$ cat config.mk
export PLATFORM = sky130hd
export DESIGN_NAME = acctilt_front
export DESIGN_NICKNAME = d
export VERILOG_FILES = /design/src/hdl/accel_tilt_angles_defines.svh /design/src/hdl/acctilt_pkg.sv /design/src/hdl/acctilt_front.sv
export SDC_FILE = /design/constraint.sdc
export NUM_CORES = 2
export LEC_CHECK = 0
export ABC_AREA = 1
export ABC_CLOCK_PERIOD_IN_PS = 19600
export BUFFER_PORTS_ARGS = -buffer_cell sky130_fd_sc_hd__buf_2
export CAP_MARGIN = 5
export CORE_MARGIN = 2
export CORE_UTILIZATION = 49
export CTS_BUF_LIST = sky130_fd_sc_hd__clkbuf_4 sky130_fd_sc_hd__clkbuf_8
export DETAILED_ROUTE_END_ITERATION = 8
export GPL_TIMING_DRIVEN = 0
export PLACE_DENSITY = 0.66
export REMOVE_ABC_BUFFERS = 1
export SLEW_MARGIN = 20
export SYNTH_ARGS = -nofsm -noshare
export SYNTH_HDL_FRONTEND = slang
export SYNTH_SLANG_ARGS = --single-unit
$ cat constraint.sdc
create_clock -name clk -period 19.6 [get_ports clk]
set_clock_uncertainty 0.05 [all_clocks]
set_input_delay 1.96 -clock clk [delete_from_list [all_inputs] [get_ports clk]]
set_output_delay 1.96 -clock clk [all_outputs]
set_load 0.01 [all_outputs]
$ cat src/hdl/accel_tilt_angles_defines.svh
// Assertion macros used by the tilt-angle top-level RTL file.
`ifndef ACCEL_TILT_ANGLES_DEFINES_SVH
`define ACCEL_TILT_ANGLES_DEFINES_SVH

// Condition that must hold at every clock edge out of reset.
`define ACCT_ASSERT(lbl, cond, msg) \
  lbl: assert property (@(posedge clk) disable iff (!rst_n) (cond)) else $error(msg);

// Same-cycle implication.
`define ACCT_ASSERT_IMPL(lbl, ante, cons, msg) \
  lbl: assert property (@(posedge clk) disable iff (!rst_n) (ante) |-> (cons)) else $error(msg);

`endif

$ cat src/hdl/acctilt_pkg.sv
// Package: widths, stage payload types and the CORDIC angle table for the tilt-angle block.
`default_nettype none

package acctilt_pkg;

  // Number of CORDIC micro-rotations (12..24); the count is clamped at MAX_STEPS = 24
  localparam int CORDIC_STEPS = 16;
  localparam int MAX_STEPS    = 24;
  localparam int CORDIC_N     = (CORDIC_STEPS > MAX_STEPS) ? MAX_STEPS : CORDIC_STEPS;

  // Sample and result widths
  localparam int IN_W  = 16;
  localparam int OUT_W = 15;

  // Radius preparation
  localparam int SQ_W   = 2 * IN_W - 1;   // one square, at most 2^30
  localparam int SUM_W  = 2 * IN_W;       // sum of two squares
  localparam int BLEN_W = 6;              // bit length 0..32
  localparam int RAD_W  = 62;             // normalised radicand
  localparam int KMAX   = 30;             // largest fractional shift
  localparam int K_W    = 5;
  localparam int ROOT_W = RAD_W / 2;      // one root bit per sqrt stage
  localparam int REM_W  = ROOT_W + 3;     // partial remainder
  localparam int NUM_W  = IN_W + KMAX;    // numerator scaled by 2^k

  // CORDIC datapath
  localparam int CW      = 48;            // x/y working width
  localparam int ANG_W   = 25;            // degrees * 2^16, signed
  localparam int FRAC    = 16;
  localparam int MAG_W   = 32;            // |angle| * 100
  localparam int CENTI_SCALE = 100;
  localparam int CENTI_LIMIT = 9000;
  localparam int ROUND_HALF  = 1 << (FRAC - 1);
  localparam int CENT_W  = MAG_W - FRAC;

  // Word leaving the radius front end
  typedef struct packed {
    logic                    vld;
    logic                    zero;
    logic [RAD_W-1:0]        rad;
    logic signed [NUM_W-1:0] num;
  } norm_t;

  // Word leaving the square-root pipeline
  typedef struct packed {
    logic                    vld;
    logic                    zero;
    logic [ROOT_W-1:0]       root;
    logic signed [NUM_W-1:0] num;
  } root_t;

  // atan(2^-i) in degrees * 2^16
  function automatic logic signed [ANG_W-1:0] atan_q16(input int unsigned idx);
    logic signed [ANG_W-1:0] v;
    case (idx)
      0:       v = 25'sd2949120;
      1:       v = 25'sd1740967;
      2:       v = 25'sd919879;
      3:       v = 25'sd466945;
      4:       v = 25'sd234379;
      5:       v = 25'sd117304;
      6:       v = 25'sd58666;
      7:       v = 25'sd29335;
      8:       v = 25'sd14668;
      9:       v = 25'sd7334;
      10:      v = 25'sd3667;
      11:      v = 25'sd1833;
      12:      v = 25'sd917;
      13:      v = 25'sd458;
      14:      v = 25'sd229;
      15:      v = 25'sd115;
      16:      v = 25'sd57;
      17:      v = 25'sd29;
      18:      v = 25'sd14;
      19:      v = 25'sd7;
      20:      v = 25'sd4;
      21:      v = 25'sd2;
      22:      v = 25'sd1;
      default: v = 25'sd0;
    endcase
    return v;
  endfunction

endpackage

`default_nettype wire

$ cat src/hdl/acctilt_front.sv
// Radius front end: squares, normalising shift and numerator scaling (three stages).
`default_nettype none

module acctilt_front (
  input  wire logic                                clk,
  input  wire logic                                rst_n,
  input  wire logic                                en,
  input  wire logic                                vld_i,
  input  wire logic signed [acctilt_pkg::IN_W-1:0] num_i,
  input  wire logic signed [acctilt_pkg::IN_W-1:0] p_i,
  input  wire logic signed [acctilt_pkg::IN_W-1:0] q_i,
  output acctilt_pkg::norm_t                       norm_o
);
  import acctilt_pkg::*;

  // stage 1: squares
  logic                    vld1_r;
  logic                    zero1_r;
  logic [SQ_W-1:0]         pp1_r, qq1_r;
  logic signed [IN_W-1:0]  num1_r;
  logic signed [SUM_W-1:0] pp_full, qq_full;

  // stage 2: sum and shift amount
  logic                    vld2_r;
  logic                    zero2_r;
  logic [SUM_W-1:0]        s2_r;
  logic [K_W-1:0]          k2_r;
  logic signed [IN_W-1:0]  num2_r;
  logic [SUM_W-1:0]        s_nxt;
  logic [BLEN_W-1:0]       blen;
  logic [BLEN_W-1:0]       k_full;
  logic [K_W-1:0]          k_nxt;

  // stage 3: normalised word
  norm_t                   norm_r;
  logic [RAD_W-1:0]        rad_ext;
  logic signed [NUM_W-1:0] num_ext;

  assign pp_full = p_i * p_i;
  assign qq_full = q_i * q_i;

  always_ff @(posedge clk) begin
    if (!rst_n) begin
      vld1_r <= 1'b0;
    end else if (en) begin
      vld1_r <= vld_i;
    end
  end

  always_ff @(posedge clk) begin
    if (en) begin
      pp1_r   <= pp_full[SQ_W-1:0];
      qq1_r   <= qq_full[SQ_W-1:0];
      num1_r  <= num_i;
      zero1_r <= (p_i == '0) && (q_i == '0) && (num_i == '0);
    end
  end

  // bit length of the radicand, then k = min(KMAX, (62 - len) / 2)
  always_comb begin
    s_nxt = SUM_W'(pp1_r) + SUM_W'(qq1_r);
    blen  = '0;
    for (int b = 0; b < SUM_W; b++) begin
      if (s_nxt[b]) blen = BLEN_W'(b + 1);
    end
    k_full = (BLEN_W'(RAD_W) - blen) >> 1;
    if (blen <= BLEN_W'(2)) begin
      k_nxt = K_W'(KMAX);
    end else begin
      k_nxt = k_full[K_W-1:0];
    end
  end

  always_ff @(posedge clk) begin
    if (!rst_n) begin
      vld2_r <= 1'b0;
    end else if (en) begin
      vld2_r <= vld1_r;
    end
  end

  always_ff @(posedge clk) begin
    if (en) begin
      s2_r    <= s_nxt;
      k2_r    <= k_nxt;
      num2_r  <= num1_r;
      zero2_r <= zero1_r;
    end
  end

  // scale radicand by 2^2k and numerator by 2^k
  assign rad_ext = RAD_W'(s2_r);
  assign num_ext = NUM_W'(num2_r);

  // valid bit under reset, payload loaded whenever the pipeline moves
  always_ff @(posedge clk) begin
    if (!rst_n) begin
      norm_r.vld <= 1'b0;
    end else if (en) begin
      norm_r.vld <= vld2_r;
    end
    if (en) begin
      norm_r.rad  <= rad_ext << {k2_r, 1'b0};
      norm_r.num  <= num_ext <<< k2_r;
      norm_r.zero <= zero2_r;
    end
  end

  assign norm_o = norm_r;

endmodule

`default_nettype wire

==> summary.txt <==
Timing
  • Setup TNS: 0 ns
  • Crit share post-route: 40.11%
  • Final hold violations: 0
  • Worst Max-Slew Pin Slew: 1.068 ns
  • Fin Hold WS: 0.3568 ns
  • RSZ-0062 raised after global routing: no
  • Slew Limit Fails: 0
  • Slew margin rel.: 28.38%
  • Post-layout min period: 7.863 ns
  • Endpoints failing setup: 0
  • Fmax: 0.1272 GHz

Clock tree
  • Worst-Skew Late Latency: 0.55 ns
  • Root buf cell: clkbuf_8
  • CTS hold repair buffers: 0
  • Clock buffer depth: 3
  • Clock H-tree levels: 2
  • Post-CTS Resized: 0
  • Post-CTS Setup Inserts: 0
  • Total CTS buffers: 40
  • Clock sinks: 243
  • Clk pin slew, worst setup/hold paths: 0.06 ns
  • CTS tree: yes

Floorplanning
  • Row cnt: 90
  • Starting Density: 49.37%
  • Full die area: 0.06246 mm²
  • Die Y: 249.9 µm
  • Core Footprint: 0.06002 mm²
  • Die Wd: 249.9 µm
  • # IOs: 162

Global route
  • Total grt overflow: 0
  • Global-route wire length before repair: 106400 µm
  • Met2 Track Usage GR: 37.08%
  • Met3 usage: 2.305%
  • Total track usage: 20.84%
  • Initial antenna violation count: 0
  • GR Util met1: 27.85%
  • Vias in the first global route: 21650
  • GR peak layer: met2
  • Largest net degree at the start of global routing: 108

Flow run
  • Max_cap viols: 0

Setup path
  • CP delay by family, top: adder cells
  • R2R Setup Slk: 15.66 ns
  • Critical Path RT: 19.92 ns
  • Most frequent CP cell: inv_1
  • Critical path type: primary input to register
  • Setup crit end kind: register
  • Max stage delay cell, worst path: fa_1
  • Largest stage delay, worst path: 0.55 ns
  • CP max FO: 17
  • Critical path arrival: 8.19 ns
  • Startpoint types: primary input
  • Critical R2R Capture: k2_r[1]
  • R2r startpoint: qq1_r[2]
  • Worst r2r path cells: 27
  • Critical path buffers and inverters: 8

Synth
  • Synth Area in Simple Gates: 13.37%
  • Seq/Total Area, Yosys: 24.52%
  • Synthesized area per cell: 8.877 µm²
  • Largest family of logic cells by synthesized area: adder cells
  • Post-synth EDFFs: 240
  • Post-synthesis xor/xnor area fraction: 2.922%
  • Synth Register Bits: 243
  • Async set-or-reset flop fraction in the synthesized netlist: 0%
  • Post-Synth Adder-Cell Area: 39.74%
  • Post-synthesis compound-gate area fraction: 6.651%
  • Post-Syn Area: 0.02963 mm²
  • Synthesized instance count: 3338
  • Mux cell area share after synthesis: 0.2702%
  • Synth warnings: 0
  • Synth cell types: 47
  • Ys flop type: edfxtp_1

Cells and area
  • Share of cells above drive strength 1: 7.839%
  • Synthesis-to-finish area growth: 7.778%
  • Commonest non-fill, non-tap cell in the layout: inv_1
  • Ant diodes: 0
  • Most frequent cells in the layout: 860 x inv_1, 703 x nand2_1, 467 x fa_1
  • Layout Nets: 4144

Route
  • Routed wire per std cell: 14.55 µm
  • Iter 0 DRT Violations: 1112
  • DRT Pass-1 Iters: 6
  • Via count: 21040
  • ANT nets after route: 0
  • Vias per cell: 4.963
  • DRC viols: 0
  • WL final: 61670 µm

Place
  • DP Wirelength: 49870 µm
  • Port Buffers: 161
  • GPL Wtd Cong: 0.8479

Min path
  • Hold depth: 0
  • HP Start: num1_r[1]
  • Min-delay worst type: register to register
  • Hold Path End: num2_r[1]

Status
  • Status: finished clean
==> worst max-delay path by stage <==
stage,from,end,slack [ns],cells after the start
after floorplan,q_i[3],qq1_r[30],12.14,27
after global placement,q_i[10],qq1_r[30],11.20,28
after detailed placement,q_i[10],qq1_r[30],11.16,28
after CTS,q_i[10],qq1_r[30],11.73,28
after global routing,q_i[8],qq1_r[30],11.24,28
final,q_i[3],qq1_r[30],11.74,28
==> cell usage after synthesis (3+ instances only) <==
master | instances | area [µm²]
o21bai_1 | 8 | 60.06
nor4_1 | 14 | 87.58
a21o_1 | 3 | 22.52
inv_1 | 861 | 3232
a21oi_1 | 97 | 485.5
nor3_1 | 14 | 70.07
ha_1 | 194 | 2427
nor2_2 | 5 | 31.28
a31oi_1 | 14 | 87.58
o211ai_1 | 3 | 22.52
nor2_1 | 153 | 574.3
o21ai_1 | 7 | 35.03
o22ai_1 | 21 | 131.4
nand4_1 | 10 | 62.56
dfxtp_1 | 3 | 60.06
or2_2 | 7 | 43.79
clkinv_1 | 6 | 22.52
nand2_1 | 703 | 2639
mux2i_1 | 8 | 80.08
fa_1 | 467 | 9349
a22oi_1 | 10 | 75.07
clkbuf_1 | 104 | 390.4
edfxtp_1 | 240 | 7207
nand2_2 | 6 | 37.54
o221ai_1 | 5 | 43.79
xnor2_1 | 38 | 332.8
xor2_1 | 59 | 516.8
o21ai_0 | 169 | 845.8
buf_1 | 17 | 63.81
nand3b_1 | 7 | 52.55
a211oi_1 | 3 | 22.52
nand3_1 | 58 | 290.3
==> metal layers <==
| layer | vias up | share of wire, % |
|---|---|---|
| met3 | 64 | 4.4 |
| met4 | 0 | 1.5 |
| met5 | - | 0 |
| li1 | 10310 | - |
| met1 | 10240 | 44 |
| met2 | 425 | 50 |
==> state kept, by name (all words and copies together), names as in the netlist <==
signal,flops
vld1_r,1
zero1_r,1
pp1_r,30
zero2_r,1
vld2_r,1
num2_r,16
norm_o,110
s2_r,32
k2_r,5
num1_r,16
qq1_r,30
==> metrics by stage <==
| step | utilization [%] | area (µm²) | std cells | setup slack [ns] |
|---|---|---|---|---|
| final | 53.21 | 31940 | 4239 | 11.74 |
| after global routing | 53.21 | 31940 | 4239 | 11.24 |
| after CTS | 53.21 | 31940 | 4239 | 11.73 |
| after detailed placement | 51.95 | 31180 | 4171 | 11.16 |
| after global placement | 51.58 | 30960 | 4160 | 11.20 |
| after floorplan | - | 29180 | 3217 | 12.14 |
==> final cells by class <==
| class | instances | area [µm²] |
|---|---|---|
| clock buffers | 51 | 633.1 |
| clock inverters | 17 | 123.9 |
| fillers | 5599 | 28080 |
| inverters | 867 | 3257 |
| multi-input cells | 2107 | 18660 |
| flip-flops and latches | 243 | 7267 |
| well taps | 782 | 978.4 |
| repair buffers | 172 | 1018 |
==> logic make-up (layout without fill, tap and decap cells) <==
group           Yosys count  in the layout
compound gates          356            356
buf+inv                 988           1107
mux                       8              8
xor+xnor                 98             98
fa+ha+maj               661            661
simple gates            984            984
flops                   243            243
Power is not shown: default switching activity piles up to over one toggle a cycle in this logic, so the estimate is an artifact.
